--- src/design/mcfr_ram.sv ---
// ============================================================================
// mcfr_ram
// Generic simple dual-port RAM, one write and one registered read port.
// ============================================================================
`default_nettype none

module mcfr_ram #(
    parameter int WIDTH = 8,
    parameter int DEPTH = 256,
    localparam int AW   = (DEPTH > 1) ? $clog2(DEPTH) : 1
) (
    input  wire logic             i_clk,
    input  wire logic             i_wr_en,
    input  wire logic [AW-1:0]    i_wr_addr,
    input  wire logic [WIDTH-1:0] i_wr_data,
    input  wire logic             i_rd_en,
    input  wire logic [AW-1:0]    i_rd_addr,
    output logic      [WIDTH-1:0] o_rd_data
);

    logic [WIDTH-1:0] r_mem [DEPTH];

    always_ff @(posedge i_clk) begin
        if (i_wr_en) begin
            r_mem[i_wr_addr] <= i_wr_data;
        end
    end

    // read data holds until the next read
    always_ff @(posedge i_clk) begin
        if (i_rd_en) begin
            o_rd_data <= r_mem[i_rd_addr];
        end
    end

endmodule

`default_nettype wire

--- config.mk ---
export PLATFORM = sky130hd
export DESIGN_NAME = mcfr_ram
export DESIGN_NICKNAME = d
export VERILOG_FILES = /design/src/design/mcfr_ram.sv
export SDC_FILE = /design/constraint.sdc
export NUM_CORES = 2
export LEC_CHECK = 0
export ABC_AREA = 1
export ABC_CLOCK_PERIOD_IN_PS = 2600
export BUFFER_PORTS_ARGS = -buffer_cell sky130_fd_sc_hd__buf_2
export CAP_MARGIN = 15
export CORE_UTILIZATION = 50
export DETAILED_ROUTE_END_ITERATION = 10
export PLACE_DENSITY = 0.65
export REMOVE_ABC_BUFFERS = 1
export SETUP_SLACK_MARGIN = 0.1
export SYNTH_ARGS = -nofsm -noshare
export SYNTH_HDL_FRONTEND = slang
export SYNTH_SLANG_ARGS = --single-unit
export TNS_END_PERCENT = 50
--- constraint.sdc ---
create_clock -name i_clk -period 2.6 [get_ports i_clk]
set_clock_uncertainty 0.2 [all_clocks]
set_input_delay 0.26 -clock i_clk [delete_from_list [all_inputs] [get_ports i_clk]]
set_output_delay 0.26 -clock i_clk [all_outputs]
set_load 0.01 [all_outputs]
Word-level counts from Yosys, hierarchy flattened. Memories as Yosys holds them, arrays and structs flattened. A register that Yosys moved wholly into a read port is not among the register bits. Index checks and enable logic that the tools add are counted.

Muxes and demuxes: 2.

Operators with widths (number): two-way mux 1 bit (2).

Flip-flop bits (word level): 0. RAM bits: 2048. Memories: 1. Input bits: 27.

Memories: r_mem (depth 256, bits a word 8, read ports 1, clocked after memory_dff 1, wr ports 1, line 21) `logic [WIDTH-1:0] r_mem [DEPTH];`.

Logic depth before layout (Yosys ltp).
Depth after elaboration: 2. Mapped depth: 15. Gate-level depth less buffers: 11.

Worst setup path after synthesis. Ideal clock, no wire load.

Path kind: input to register. Start: input port i_wr_en. End: memory r_mem[162][0] (enable). Cell stages on the path: 4. Buffers on the path: 2. Setup time: 0.370 ns. Arrival: 1.381 ns. Setup slack: 0.649 ns. Path through: clkbuf_1 > nand3_1 > clkbuf_1 > nor2_1.

Cells in the longest elaborated chain, start to end: 2.

RTL lines: start: declaration (line 13) `input wire logic i_wr_en,`; two-way mux 1 bit (line 24) `if (i_wr_en) begin`; two-way mux 1 bit (not written as such) (line 25) `r_mem[i_wr_addr] <= i_wr_data;`; end: declaration (line 21).

No other way between the ends.

Worst setup path after layout.
Start: input port i_wr_addr[6]. End: memory r_mem[11][4] (enable).

RTL lines: start: declaration (line 14) `input wire logic [AW-1:0] i_wr_addr,`.

No word-level cell before the write port.

==> reports/results.tsv <==
stage	metric	value	unit
placement	dpl_cell_area	90100	µm²
synth	avg_cell_area_syn	11.92	µm²
flow_run	timing.max_cap.violations	0	
sta	minimum_clock_period	2428	ps
drt	dr.first_iter.drc_count	7933	
die	die_y	410.6	µm
cts	clkSinkCount	2056	
drt	routed-via-count	56617	
synth	syn_warnings	0	
sta	finalWorstSetupSlack	171.8	ps
outcome	failed_checks	design-rule violations	
worst_setup_path	rrSetupSlack	320	ps
cts	clockBufferDepth	3	
global_route	grt_overflow	0	
finish	final_core_util	58.64	%
die	fp.dieArea	168600	µm²
sta	maxClockFrequency	411.8	MHz
finish	most_common_cell_after_layout_fill_and_taps_aside	nand2_1	
finish	design.final.nets	7396	
sta	finalHoldViolCount	0	
finish	drive_gt1_share	12.47	%
worst_setup_path	crit_arrival	2770	ps
sta	slew_violations	0	
cts	cts_tree	built	
cts	insertion_delay	840	ps
synth	synthesis.area	83480	µm²
worst_setup_path	worstSetupEndpoint	r_mem[11][4]	
die	num_io_pins	35	
worst_setup_path	startpoint	i_wr_addr[6]	
die	core_region_area	165400	µm²
placement	detailedPlace.worstSlack	-283.7	ps
sta	tightest_slew	730.1	ps
global_route	wire_length_of_the_first_global_routing_pass	346500	µm
worst_setup_path	path_max_fanout	13	
sta	maxSlewHeadroom	51.21	%
cts	post_cts.repair.setup_buffers	0	
worst_setup_path	timing.critical_path.required	2950	ps
finish	nFillCells	12928	
synth	post_synth_num_cell_types	13	
drt	vias_per_cell	5.816	
global_route	vias_in_the_first_global_route	54046	
worst_setup_path	critical_path_capture_point_type	flop	
synth	ys_seq_area_share	73.96	%
global_route	grt.total_usage	27.57	%
worst_setup_path	setup.worst_path.start_class	input pin	
drt	detail_route.wl_per_cell	24.00	µm
placement	detailedPlacementHpwl	141200	µm
finish	final_cell_count_no_fill	9735	
global_route	grt_max_degree	105	
worst_setup_path	r2r_depth	10	
sta	final_min_period_over_clock_period	93.39	%
finish	layout-area-overhead-vs-synth	16.16	%
power_and_ir_drop	cellLeakagePower	34.69	nW
placement	finalWeightedCongestion	0.8858	
global_route	grt_antenna_before_repair	9	
power_and_ir_drop	overall_power	70.68	mW
worst_setup_path	critical_path_class	input pin to flop	
die	die_width	410.6	µm
sta	endpoints_failing_setup	0	
worst_setup_path	rr_endpoint	o_rd_data[2]	
cts	worst_setup_hold_path_clk_slew	60	ps
power_and_ir_drop	pwr_density_cell	728.9	nW/µm²
worst_setup_path	regToRegStartpoint	r_mem[4][2]	
die	placement_rows	149	
outcome	outcome	complete, but fails checks	
drt	antenna_violating_nets_post_route	0	
sta	rsz0062_at_grt	no	
die	initial_utilization	50.48	%
drt	detail_route.wirelength	233600	µm
finish	finish.instance_area	96970	µm²
synth	synth_seq_cells	2056	
power_and_ir_drop	vdd_drop_max	0.8629	mV
synth	syn_inst	7003	
cts	cts_root_buffer	clkbuf_16	
worst_hold_path	hold_class	input pin to flop	
placement	dp_cells	9339	
cts	cts.htree.levels	4	
drt	detailedRoute.firstPassIterationCount	11	
drt	drt_drc_violations_left	1	
placement	numPortBuffers	34	
cts	cts-buffers-inserted	201	
finish	most-common-layout-cells	2,120 x nand2_1, 2,056 x edfxtp_1, 2,019 x nand3_1	
routing by layer:
metal / vias to the layer above / track usage (%) / share of wire [%]
met3: 459 / 4.507 / 9.2
met5: - / 0 / 0.0081
li1: 25640 / - / -
met2: 2897 / 43.81 / 48
met1: 27619 / 38.31 / 40
met4: 2 / 10.54 / 3.6
worst max-delay path, stage by stage:
cell and delay [ps]:
dlygate4sd3_1 610, buf_2 180, nor2_2 220, dlygate4sd3_1 630, nand2_1 130, buf_4 220
nor2_1 290, buf_4 220
cells by family after synthesis:
group / count (synthesis) / share of synthesized area (%)
flip-flops: 2056 / 73.96
buffers and inverters: 522 / 3.116
AND/OR/NAND/NOR: 4425 / 22.92
per-stage QoR:
step | hold WS (ps) | setup TNS, ps
after detailed placement | 405.8 | -1407
after global routing | 59.52 | 0
after global placement | 404.7 | -1409
after floorplan | 158.9 | -28610
final | 69.94 | 0
after CTS | 2.068 | 0
power by group:
part / internal (mW) / switching [mW] / total (mW)
Clock: 17.0 / 12.5 / 29.5
Combinational: 1.35 / 3.26 / 4.61
Sequential: 36.5 / 0.0509 / 36.6
Total: 54.9 / 15.8 / 70.7
cell usage after synthesis:
cell type,number,area share (%)
buf_1,40,0.18
buf_2,268,1.6
buf_4,46,0.41
buf_6,16,0.22
buf_8,1,0.018
clkbuf_1,112,0.50
edfxtp_1,2056,74
inv_1,36,0.16
inv_2,2,0.0090
inv_4,1,0.0075
nand2_1,2123,9.5
nand3_1,2019,12
nor2_1,283,1.3
sequential cells by signal (all words and copies together) (netlist names):
register and count:
o_rd_data 8, r_mem 2048
what timing repair did:
item	in CTS	in global routing
setup endpoints to repair	0	11
gates resized for setup	0	1
endpoints found under the hold margin	2033	0
hold buffers	16	0
worst min path at each step:
stage / depth (start not counted) / slack [ps] / to / startpoint
2_1_floorplan: 0 / 160 / r_mem[0][0] / i_wr_data[0]
3_3_place_gp: 1 / 400 / r_mem[53][1] / i_wr_data[1]
3_5_place_dp: 1 / 410 / r_mem[53][1] / i_wr_data[1]
4_1_cts: 5 / 2 / r_mem[156][2] / i_wr_addr[2]
5_1_grt: 6 / 60 / r_mem[227][4] / i_wr_addr[5]
6_report: 6 / 70 / r_mem[227][4] / i_wr_addr[5]
final cells by class:
cell class,count,area (µm²),share of cell area [%]
flip-flops and latches,2056,61740,63.67
multi-input cells,4425,19150,19.75
repair buffers,646,6462,6.665
clock buffers,241,5244,5.408
well taps,2189,2739,2.825
clock inverters,133,1440,1.485
inverters,39,180.2,0.1858
diodes,6,15.01,0.01548
No activity file was read; power rests on OpenSTA's default activity.
