## src/design/mcfr_pkg.sv

```systemverilog
// ============================================================================
// mcfr_pkg
// Shared types, framing bytes, result kinds and decode helpers for the
// six-channel frame receiver.
// ============================================================================
`default_nettype none

package mcfr_pkg;

    localparam int NCHAN = 6;
    localparam int CHW   = 3;

    localparam logic [CHW-1:0] CH_CELL  = 3'd0;
    localparam logic [CHW-1:0] CH_BASIC = 3'd1;
    localparam logic [CHW-1:0] CH_CAL   = 3'd2;
    localparam logic [CHW-1:0] CH_WRITE = 3'd3;
    localparam logic [CHW-1:0] CH_READ  = 3'd4;
    localparam logic [CHW-1:0] CH_LOG   = 3'd5;

    // start-of-frame byte per channel, in channel order
    localparam logic [7:0] START_BYTE [NCHAN] = '{8'hAA, 8'hBB, 8'hCC, 8'hFD, 8'hFE, 8'hDD};

    localparam logic [7:0] END_CELL   = 8'h55;
    localparam logic [7:0] END_BASIC  = 8'h66;
    localparam logic [7:0] END_STATIC = 8'h77;
    localparam logic [7:0] END_CHARGE = 8'h78;
    localparam logic [7:0] END_DISCH  = 8'h79;
    localparam logic [7:0] END_SAMPLE = 8'h80;
    localparam logic [7:0] END_TEMP   = 8'h81;
    localparam logic [7:0] END_CLOCK  = 8'h82;
    localparam logic [7:0] END_WRITE  = 8'h99;
    localparam logic [7:0] END_READ   = 8'h98;
    localparam logic [7:0] END_LOG    = 8'h88;

    typedef enum logic [3:0] {
        KIND_CELL        = 4'd0,
        KIND_BASIC       = 4'd1,
        KIND_STATIC_CAL  = 4'd2,
        KIND_CHARGE_CAL  = 4'd3,
        KIND_DISCH_CAL   = 4'd4,
        KIND_CELL_SAMPLE = 4'd5,
        KIND_TEMP        = 4'd6,
        KIND_CLOCK       = 4'd7,
        KIND_WRITE       = 4'd8,
        KIND_READ_FRAME  = 4'd9,
        KIND_LOG         = 4'd10,
        KIND_READ_DATA   = 4'd11
    } t_kind;

    // frame positions shadowed in flops for the calibration channel
    localparam int CAL_SLOTS = 9;
    localparam int CAL_POS [CAL_SLOTS] = '{3, 4, 5, 6, 7, 8, 10, 12, 14};
    localparam int SLOT_B3  = 0;
    localparam int SLOT_B4  = 1;
    localparam int SLOT_B5  = 2;
    localparam int SLOT_B6  = 3;
    localparam int SLOT_B7  = 4;
    localparam int SLOT_B8  = 5;
    localparam int SLOT_B10 = 6;
    localparam int SLOT_B12 = 7;
    localparam int SLOT_B14 = 8;

    // and for the log channel
    localparam int LOG_SLOTS = 2;
    localparam int LOG_POS [LOG_SLOTS] = '{4, 5};
    localparam int LSLOT_B4 = 0;
    localparam int LSLOT_B5 = 1;

    typedef struct packed {
        logic           hit;
        logic [CHW-1:0] channel;
        t_kind          kind;
    } t_end_match;

    typedef struct packed {
        t_kind       kind;
        logic [8:0]  length;
        logic [15:0] value_first;
        logic [15:0] value_second;
        logic [7:0]  seconds;
        logic [7:0]  minutes;
        logic [7:0]  hours;
        logic [7:0]  date;
        logic [7:0]  weekday;
        logic [7:0]  month;
        logic [7:0]  year;
    } t_result;

    // which bank's read data belongs to a result, and whether it counts
    typedef struct packed {
        logic           hit;
        logic [CHW-1:0] channel;
    } t_read_tag;

    // End bytes are unique across channels, so one lookup covers all six.
    function automatic t_end_match match_end(input logic [7:0] b);
        t_end_match m;
        m.hit     = 1'b1;
        m.channel = CH_CELL;
        m.kind    = KIND_CELL;
        case (b)
            END_CELL: begin
                m.channel = CH_CELL;  m.kind = KIND_CELL;
            end
            END_BASIC: begin
                m.channel = CH_BASIC; m.kind = KIND_BASIC;
            end
            END_STATIC: begin
                m.channel = CH_CAL;   m.kind = KIND_STATIC_CAL;
            end
            END_CHARGE: begin
                m.channel = CH_CAL;   m.kind = KIND_CHARGE_CAL;
            end
            END_DISCH: begin
                m.channel = CH_CAL;   m.kind = KIND_DISCH_CAL;
            end
            END_SAMPLE: begin
                m.channel = CH_CAL;   m.kind = KIND_CELL_SAMPLE;
            end
            END_TEMP: begin
                m.channel = CH_CAL;   m.kind = KIND_TEMP;
            end
            END_CLOCK: begin
                m.channel = CH_CAL;   m.kind = KIND_CLOCK;
            end
            END_WRITE: begin
                m.channel = CH_WRITE; m.kind = KIND_WRITE;
            end
            END_READ: begin
                m.channel = CH_READ;  m.kind = KIND_READ_FRAME;
            end
            END_LOG: begin
                m.channel = CH_LOG;   m.kind = KIND_LOG;
            end
            default: begin
                m.hit = 1'b0;
            end
        endcase
        return m;
    endfunction

endpackage

`default_nettype wire

```

## src/design/mcfr_framer.sv

```systemverilog
// ============================================================================
// mcfr_framer
// Per-channel open flags and fill counts, store write control, header
// shadow bytes and result decode.
// ============================================================================
`default_nettype none

module mcfr_framer
    import mcfr_pkg::*;
#(
    parameter int FRAME_MAX = 256,
    localparam int CNTW     = $clog2(FRAME_MAX + 1),
    localparam int AW       = $clog2(FRAME_MAX)
) (
    input  wire logic             i_clk,
    input  wire logic             i_rst_n,
    input  wire logic             i_accept,
    input  wire logic             i_command,
    input  wire logic [7:0]       i_rx_byte,
    input  wire logic [CHW-1:0]   i_channel,
    input  wire logic [7:0]       i_byte_index,
    output logic      [NCHAN-1:0] o_wr_en,
    output logic      [AW-1:0]    o_wr_addr [NCHAN],
    output logic      [NCHAN-1:0] o_rd_en,
    output logic      [AW-1:0]    o_rd_addr,
    output logic                  o_res_valid,
    output t_result               o_res,
    output t_read_tag             o_rd_tag
);

    logic [NCHAN-1:0] r_open;
    logic [CNTW-1:0]  r_count [NCHAN];
    logic [7:0]       r_cal [CAL_SLOTS];
    logic [7:0]       r_log [LOG_SLOTS];

    logic [NCHAN-1:0] start;
    logic [NCHAN-1:0] open_cur;
    logic [NCHAN-1:0] n_open;
    logic [CNTW-1:0]  base [NCHAN];
    logic [CNTW-1:0]  n_count [NCHAN];
    logic [7:0]       n_cal [CAL_SLOTS];
    logic [7:0]       n_log [LOG_SLOTS];
    logic [7:0]       cal_b [CAL_SLOTS];
    logic [7:0]       log_b [LOG_SLOTS];
    logic             rx_mode;
    logic             end_fire;
    logic             ch_ok;
    logic [AW+7:0]    idx_wide;
    logic [CNTW+7:0]  idx_cmp;
    logic [CNTW+7:0]  cnt_cmp;
    t_end_match       em;

    function automatic logic [8:0] to_len(input logic [CNTW-1:0] c);
        logic [CNTW+8:0] w;
        w = {9'd0, c};
        return w[8:0];
    endfunction

    assign rx_mode = i_accept && !i_command;
    assign em      = match_end(i_rx_byte);

    always_comb begin
        for (int ch = 0; ch < NCHAN; ch++) begin
            start[ch]    = (i_rx_byte == START_BYTE[ch]);
            open_cur[ch] = start[ch] || r_open[ch];
            base[ch]     = start[ch] ? '0 : r_count[ch];
            o_wr_en[ch]  = rx_mode && open_cur[ch] && (base[ch] < CNTW'(FRAME_MAX));
            o_wr_addr[ch] = base[ch][AW-1:0];
            n_count[ch]  = base[ch] + CNTW'(o_wr_en[ch]);
        end
    end

    // a start byte never doubles as an end byte, so open_cur is the old flag here
    assign end_fire = rx_mode && em.hit && open_cur[em.channel];

    always_comb begin
        for (int ch = 0; ch < NCHAN; ch++) begin
            n_open[ch] = open_cur[ch] && !(end_fire && (em.channel == CHW'(ch)));
        end
    end

    // header shadows with forwarding of the byte written this cycle
    always_comb begin
        for (int j = 0; j < CAL_SLOTS; j++) begin
            n_cal[j] = (o_wr_en[CH_CAL] && (base[CH_CAL] == CNTW'(CAL_POS[j])))
                       ? i_rx_byte : r_cal[j];
            cal_b[j] = (CNTW'(CAL_POS[j]) < n_count[CH_CAL]) ? n_cal[j] : 8'd0;
        end
        for (int j = 0; j < LOG_SLOTS; j++) begin
            n_log[j] = (o_wr_en[CH_LOG] && (base[CH_LOG] == CNTW'(LOG_POS[j])))
                       ? i_rx_byte : r_log[j];
            log_b[j] = (CNTW'(LOG_POS[j]) < n_count[CH_LOG]) ? n_log[j] : 8'd0;
        end
    end

    assign ch_ok     = (i_channel < CHW'(NCHAN));
    assign idx_wide  = {AW'(0), i_byte_index};
    assign o_rd_addr = idx_wide[AW-1:0];
    assign idx_cmp   = {CNTW'(0), i_byte_index};

    always_comb begin
        for (int ch = 0; ch < NCHAN; ch++) begin
            o_rd_en[ch] = i_accept && i_command && (i_channel == CHW'(ch));
        end
    end

    always_comb begin
        o_res       = '0;
        o_rd_tag    = '0;
        cnt_cmp     = '0;
        o_res_valid = (i_accept && i_command) || end_fire;
        if (i_command) begin
            o_res.kind       = KIND_READ_DATA;
            o_rd_tag.channel = i_channel;
            if (ch_ok) begin
                cnt_cmp      = {8'd0, r_count[i_channel]};
                o_res.length = to_len(r_count[i_channel]);
                o_rd_tag.hit = (idx_cmp < cnt_cmp);
            end
        end else begin
            o_res.kind   = em.kind;
            o_res.length = to_len(n_count[em.channel]);
            case (em.kind)
                KIND_CHARGE_CAL, KIND_DISCH_CAL: begin
                    o_res.value_first = {cal_b[SLOT_B5], cal_b[SLOT_B4]};
                end
                KIND_CELL_SAMPLE, KIND_TEMP: begin
                    o_res.value_first  = {8'd0, cal_b[SLOT_B4]};
                    o_res.value_second = {cal_b[SLOT_B7], cal_b[SLOT_B6]};
                end
                KIND_CLOCK: begin
                    o_res.seconds = cal_b[SLOT_B3];
                    o_res.minutes = cal_b[SLOT_B4];
                    o_res.hours   = cal_b[SLOT_B6];
                    o_res.date    = cal_b[SLOT_B8];
                    o_res.weekday = cal_b[SLOT_B10];
                    o_res.month   = cal_b[SLOT_B12];
                    o_res.year    = cal_b[SLOT_B14];
                end
                KIND_LOG: begin
                    // count doubled, 16-bit wrap
                    o_res.value_first = {log_b[LSLOT_B5][6:0], log_b[LSLOT_B4], 1'b0};
                end
                default: begin
                end
            endcase
        end
    end

    always_ff @(posedge i_clk) begin
        if (!i_rst_n) begin
            r_open <= '0;
            for (int ch = 0; ch < NCHAN; ch++) begin
                r_count[ch] <= '0;
            end
        end else if (rx_mode) begin
            r_open <= n_open;
            for (int ch = 0; ch < NCHAN; ch++) begin
                r_count[ch] <= n_count[ch];
            end
        end
    end

    always_ff @(posedge i_clk) begin
        for (int j = 0; j < CAL_SLOTS; j++) begin
            r_cal[j] <= n_cal[j];
        end
        for (int j = 0; j < LOG_SLOTS; j++) begin
            r_log[j] <= n_log[j];
        end
    end

endmodule

`default_nettype wire

```

## config.mk

```make
export PLATFORM = sky130hd
export DESIGN_NAME = mcfr_framer
export DESIGN_NICKNAME = d
export VERILOG_FILES = /design/src/design/mcfr_pkg.sv /design/src/design/mcfr_framer.sv
export SDC_FILE = /design/constraint.sdc
export NUM_CORES = 1
export LEC_CHECK = 0
export BUFFER_PORTS_ARGS = -buffer_cell sky130_fd_sc_hd__buf_4
export CAP_MARGIN = 20
export CORE_UTILIZATION = 55
export DETAILED_ROUTE_END_ITERATION = 6
export PLACE_DENSITY = 0.81
export SYNTH_ARGS = -nofsm -noshare
export SYNTH_HDL_FRONTEND = slang
export SYNTH_SLANG_ARGS = --single-unit
```

## constraint.sdc

```tcl
create_clock -name i_clk -period 7.8 [get_ports i_clk]
set_input_delay 0.39 -clock i_clk [delete_from_list [all_inputs] [get_ports i_clk]]
set_output_delay 0.39 -clock i_clk [all_outputs]
set_load 0.01 [all_outputs]
```

== After elaboration in Yosys (flattened, before gate mapping) ==
Memories as Yosys holds them, arrays and structs flattened.
Index checks and enable logic that the tools add are counted.
Cells by class
  $add $sub $neg: 6
  reductions and logical operators: 64
  multiplexer cells: 53
  magnitude comparators: 21
  eq/ne operators: 44
  bitwise logic cells: 7
Operator list (count)
  2-to-1 mux 8 bit: 21
  2-to-1 mux 9 bit: 15
  equality test 8 bit, second input constant: 12
  2-to-1 mux 88 bit: 1
  case mux 7 bit (10 select lines): 1
  2-to-1 mux 56 bit: 1
  adder 9 x 1 -> 9 bit: 6
  equality test 9 x 3 -> 1 bit, second input constant: 6
  < comparator 3 x 9 -> 1 bit, first input constant: 6
  < comparator 9 bit, second input constant: 6
  case mux 16 bit (3 select lines): 1
  logical AND 1 bit: 45
  equality test 8 x 7 -> 1 bit, second input constant: 5
  equality test 9 x 4 -> 1 bit, second input constant: 4
  < comparator 4 x 9 -> 1 bit, first input constant: 4
  binary-select mux 9 bit (select 3 bit): 1
  equality test 4 x 3 -> 1 bit, second input constant: 4
  2-to-1 mux 16 bit: 1
  2-to-1 mux 13 bit: 1
  equality test 3 x 2 -> 1 bit, second input constant: 4
  equality test 3 bit, second input constant: 4
  OR reduction 11 bit: 1
  equality test 9 x 2 -> 1 bit, second input constant: 1
  < comparator 2 x 9 -> 1 bit, first input constant: 1
  17 further kinds: 43
Word-level totals
  memories: 3
  bits of input ports: 23
  RAM bits: 142
  bits in registers: 6
  logic and storage cells: 199
  output and inout port bits: 174
Memories
  r_cal: words 9, bits a word 8, rd ports 9, clocked after memory_dff 0, wr ports 9, line mcfr_framer.sv:33  | logic [7:0] r_cal [CAL_SLOTS];
  r_count: words 6, bits a word 9, rd ports 7, clocked after memory_dff 0, wr ports 6, line mcfr_framer.sv:32  | logic [CNTW-1:0] r_count [NCHAN];
  r_log: words 2, bits a word 8, rd ports 2, clocked after memory_dff 0, wr ports 2, line mcfr_framer.sv:34  | logic [7:0] r_log [LOG_SLOTS];

== Depth between registers and ports, before layout ==
  depth after elaboration: 9
  mapped depth: 14
  depth with buffers taken out: 12

== Worst setup path after synthesis ==
Ideal clock, no wire load.
  path type: input to output
  start point: input i_rx_byte[0]
  end point: output o_res[80] (netlist name)
  buffers on the path: 2
  data arrival time: 3.689 ns
  required time: 7.410 ns
  stages: 13
  setup slack: 3.721 ns
  cell sequence: buf_2 > or4_1 > or2_2 > clkbuf_1 > a21oi_1 > ha_1 > ha_1 > nand3_1 > o31a_1 > o21ai_1 > o211ai_1 > o21a_1 > a32o_1
RTL lines
  start: declaration: line mcfr_framer.sv:19  | input wire logic [7:0] i_rx_byte,
  end: declaration: line mcfr_framer.sv:27  | output t_result o_res,

==> flow_metrics.py <==
metrics = {
    "routing": {
        "route.antenna.remaining_nets": 0,
        "num_vias": 8400,
        "detail_route.first_pass.iterations": 6,
        "wl_per_cell_um": 20.6,
        "post_route_drc": 0,
        "drt-initial-drc-count": 929,
        "routed_via_density": 6.19,
        "detail_route.wirelength_mm": 28.0,
    },
    "sta": {
        "max_slew_margin_vs_limit_pct": 34.5,
        "final_setup_violation_count": 0,
        "highest_achievable_clock_rate_ghz": 0.203,
        "fin_skew_ns": 0.00970,
        "finalCritPeriodShare_pct": 63.0,
        "final.setup.tns_ns": 0,
        "finalWorstSetupSlack_ns": 2.88,
        "grt_setup_unrepaired": "no",
        "whs_ns": 0.325,
        "tightestPinTransition_ns": 0.971,
        "min_period_ns": 4.92,
        "timing_max_transition_violations_final": 0,
        "finalHoldViolCount": 0,
    },
    "power": {
        "p_seq_share_pct": 44.1,
        "netSwitchingFraction_pct": 26.3,
        "vdd_drop_max_uv": 143,
        "power.density_cell_area_mw_per_mm2": 171,
        "total_switching_power_uw": 503,
        "power.clock.fraction_pct": 44.1,
        "intPower_mw": 1.41,
        "total_leakage_power_nw": 4.79,
        "comb_power_share_pct": 11.7,
    },
    "global_routing": {
        "number_of_antenna_violations_at_the_first_check_in_global_routing": 0,
        "grt_first_pass_wirelength_mm": 42.8,
        "grt_max_degree": 44,
        "grt_remaining_overflow": 0,
        "grt_util_all_layers_pct": 33.3,
        "vias_in_the_first_global_route": 7883,
    },
    "synth": {
        "synth.net_count": 1014,
        "synth_enable_flop_cells": 54,
        "post_synth_instance_area_mm2": 0.00909,
        "yosys.cell_count.top_type": "nor2_1",
        "yosysWarnings": 0,
        "synthDominantCellAreaShare_pct": 20.5,
        "synth_async_sr_flop_share_pct": 0,
        "postSynthAreaPerCell_um2": 9.36,
        "netlist_top_cells_count": "nor2_1 (115), dfxtp_1 (93), nor2b_1 (74)",
        "synth_top_flop_cell": "dfxtp_1",
        "syn-instance-count": 972,
        "synth_seq_area_share_pct": 38.3,
        "synth.distinct_cells": 78,
        "synth.ff_latch_count": 147,
        "synth_top_cell_by_area": "dfxtp_1",
        "post_synth_main_area_contributors": "dfxtp_1 (20%), edfxtp_1 (18%), mux2_2 (7.1%)",
    },
    "critical_path": {
        "rr_startpoint": "r_count[2][6]$_SDFFCE_PN0P_",
        "worstSetupEndpoint": "o_res[60]",
        "worst_r2r_endpoint": "r_cal[0][41]$_DFF_P_",
        "critical_path_cell_count": 13,
        "worstPathMaxFanout": 29,
        "cp_cell_sequence": "buf_4 > or4_1 > or2_2 > a21oi_1 > ha_1 > ha_1 > nand3_1 > o31a_1 > o21ai_1 > o211ai_1 > o21ai_1 > nor2_1 > buf_4",
        "timing_worst_setup_path_type": "primary input to primary output",
        "cp_data_required_time_ns": 7.41,
        "ff2ff_setup_slack_ns": 5.05,
        "crit_path_top_delay_cell": "or4_1",
        "arrival_ns": 4.53,
        "setup.worst_path.start": "i_rx_byte[4]",
        "critical_path_buf_inv_count": 2,
        "critPathTopFamily": "compound AO/OA/AOI/OAI gates",
        "timing.critical_path.to_type": "primary output",
        "worstRegToRegCells": 5,
        "critical_path.startpoint_type": "primary input",
        "slowest_delay_ns": 0.61,
    },
    "die": {
        "die_h_um": 131,
        "floorplan.core_area_mm2": 0.0160,
        "die_area_mm2": 0.0171,
        "start_util_pct": 56.8,
        "floorplan.die.width_um": 131,
        "ioPinCount": 197,
        "num_rows": 46,
    },
    "cells_and_area": {
        "nets": 1171,
        "diodes": 0,
        "layout.cell_area.non_filler_mm2": 0.0112,
        "ratio_of_cells_with_drive_above_1_in_the_final_layout_pct": 28.4,
        "stdcell_count": 1358,
        "flow.area_growth_from_synthesis_pct": 23.0,
    },
    "clock_network": {
        "cts_tree": "built",
        "cts_buffer_depth": 2,
        "clockRootBuffer": "clkbuf_16",
        "cts.reportedPaths.clkPinSlew_ns": 0.06,
        "postCtsSetupBuffers": 0,
        "number_of_cts_inserted_buffers": 17,
        "cts-htree-levels": 4,
        "insertion_delay_ns": 0.43,
        "cts_sinks": 147,
        "post_cts_resized": 0,
        "hold_fix_buffers_at_cts": 0,
    },
    "outcome": {
        "outcome": "finished clean",
    },
    "place": {
        "placed_instances": 1325,
        "routability_congestion_estimate": 0.964,
        "place_hpwl_mm": 20.0,
        "numPortBuffers": 196,
        "instance_area_after_placement_mm2": 0.0106,
        "dp_slack_ns": 3.04,
    },
    "hold_path": {
        "min_path_cells": 2,
        "hp-class": "primary input to register",
    },
    "job": {
        "max_cap_viol_count": 0,
    },
}
[how the worst min path moves through the flow]
stage,start,endpoint,slack (ns)
final,i_rst_n,r_open[5]$_SDFFE_PN0N_,0.33
after detailed placement,r_log[0][3]$_DFF_P_,r_log[0][3]$_DFF_P_,0.45
after global placement,r_log[0][3]$_DFF_P_,r_log[0][3]$_DFF_P_,0.44
after global routing,i_rst_n,r_open[5]$_SDFFE_PN0N_,0.33
after floorplan,r_log[0][0]$_DFF_P_,r_log[0][0]$_DFF_P_,0.42
after CTS,i_rst_n,r_open[5]$_SDFFE_PN0N_,0.31
[logic make-up (layout without fill, tap and decap cells)]
kind of cell             count (synthesis)  count (layout)  share of synthesized area, %
AND/OR/NAND/NOR                        396             396                          23.8
AO/OA/AOI/OAI                          151             151                          11.4
flip-flops                             147             147                          38.3
multiplexers                           109             109                          14.5
buffers and inverters                  105             275                          5.06
XOR/XNOR                                45              45                          4.33
adder cells (fa/ha/maj)                 19              19                          2.61
[state kept, by name, summed over array words and instances, names as in the netlist]
name     flops
r_open       6
r_count     54
r_log       15
r_cal       72
[cell usage in the layout, fill, tap and decap left out, drive strengths merged, types with 9 or more instances in the layout]
cell type and instances:
buf 202, nor2 116, dfxtp 93, nor2b 74, mux2 65, nand2 55, edfxtp 54, inv 47
o21ai 39, mux2i 35, nand3 27, and2 24, xnor2 23, a21oi 23, xor2 22, o22ai 21
and3 20, ha 19, clkbuf 17, nand4 14, nor3 12, o211ai 10, nand2b 9, a32o 9
mux4 9
[per-stage QoR]
| step | power [mW] | util [%] |
|---|---|---|
| after global placement | 1.08 | 66.1 |
| after floorplan | 0.984 | - |
| after global routing | 1.97 | 69.9 |
| final | 1.91 | 69.9 |
| after detailed placement | 1.08 | 66.1 |
| after CTS | 1.91 | 69.8 |
[metal layers]
metal | global-route usage, % | wire length (µm)
met3 | 6.96 | 2720
met2 | 52.9 | 12800
met1 | 43.0 | 11300
met5 | 0 | 0
met4 | 16.7 | 1110
[area by class of cell]
| cell class | instances | area, µm² |
|---|---|---|
| Multi-Input combinational cell | 720 | 5160 |
| Fill cell | 1298 | 4820 |
| Sequential cell | 147 | 3480 |
| Timing Repair Buffer | 202 | 1520 |
| Clock buffer | 17 | 425 |
| Tap cell | 216 | 270 |
| Clock inverter | 15 | 175 |
| Inverter | 41 | 154 |
[worst register-to-register path: cells and delay by family, from the launching register on]
family | cells | cell delay (ns)
flip-flops | 1 | 0.61
multiplexers | 1 | 0.39
AO/OA/AOI/OAI | 1 | 0.16
AND/OR/NAND/NOR | 3 | 1.47
[power groups by stage]
stage | sequential (mW) | clock [mW] | combinational, mW
after detailed placement | 0.859 | 0 | 0.220
final | 0.844 | 0.845 | 0.225
after floorplan | 0.843 | 0 | 0.141
after global routing | 0.846 | 0.878 | 0.241
after global placement | 0.859 | 0 | 0.217
after CTS | 0.843 | 0.847 | 0.221
Power figures use the tool's default switching activity.
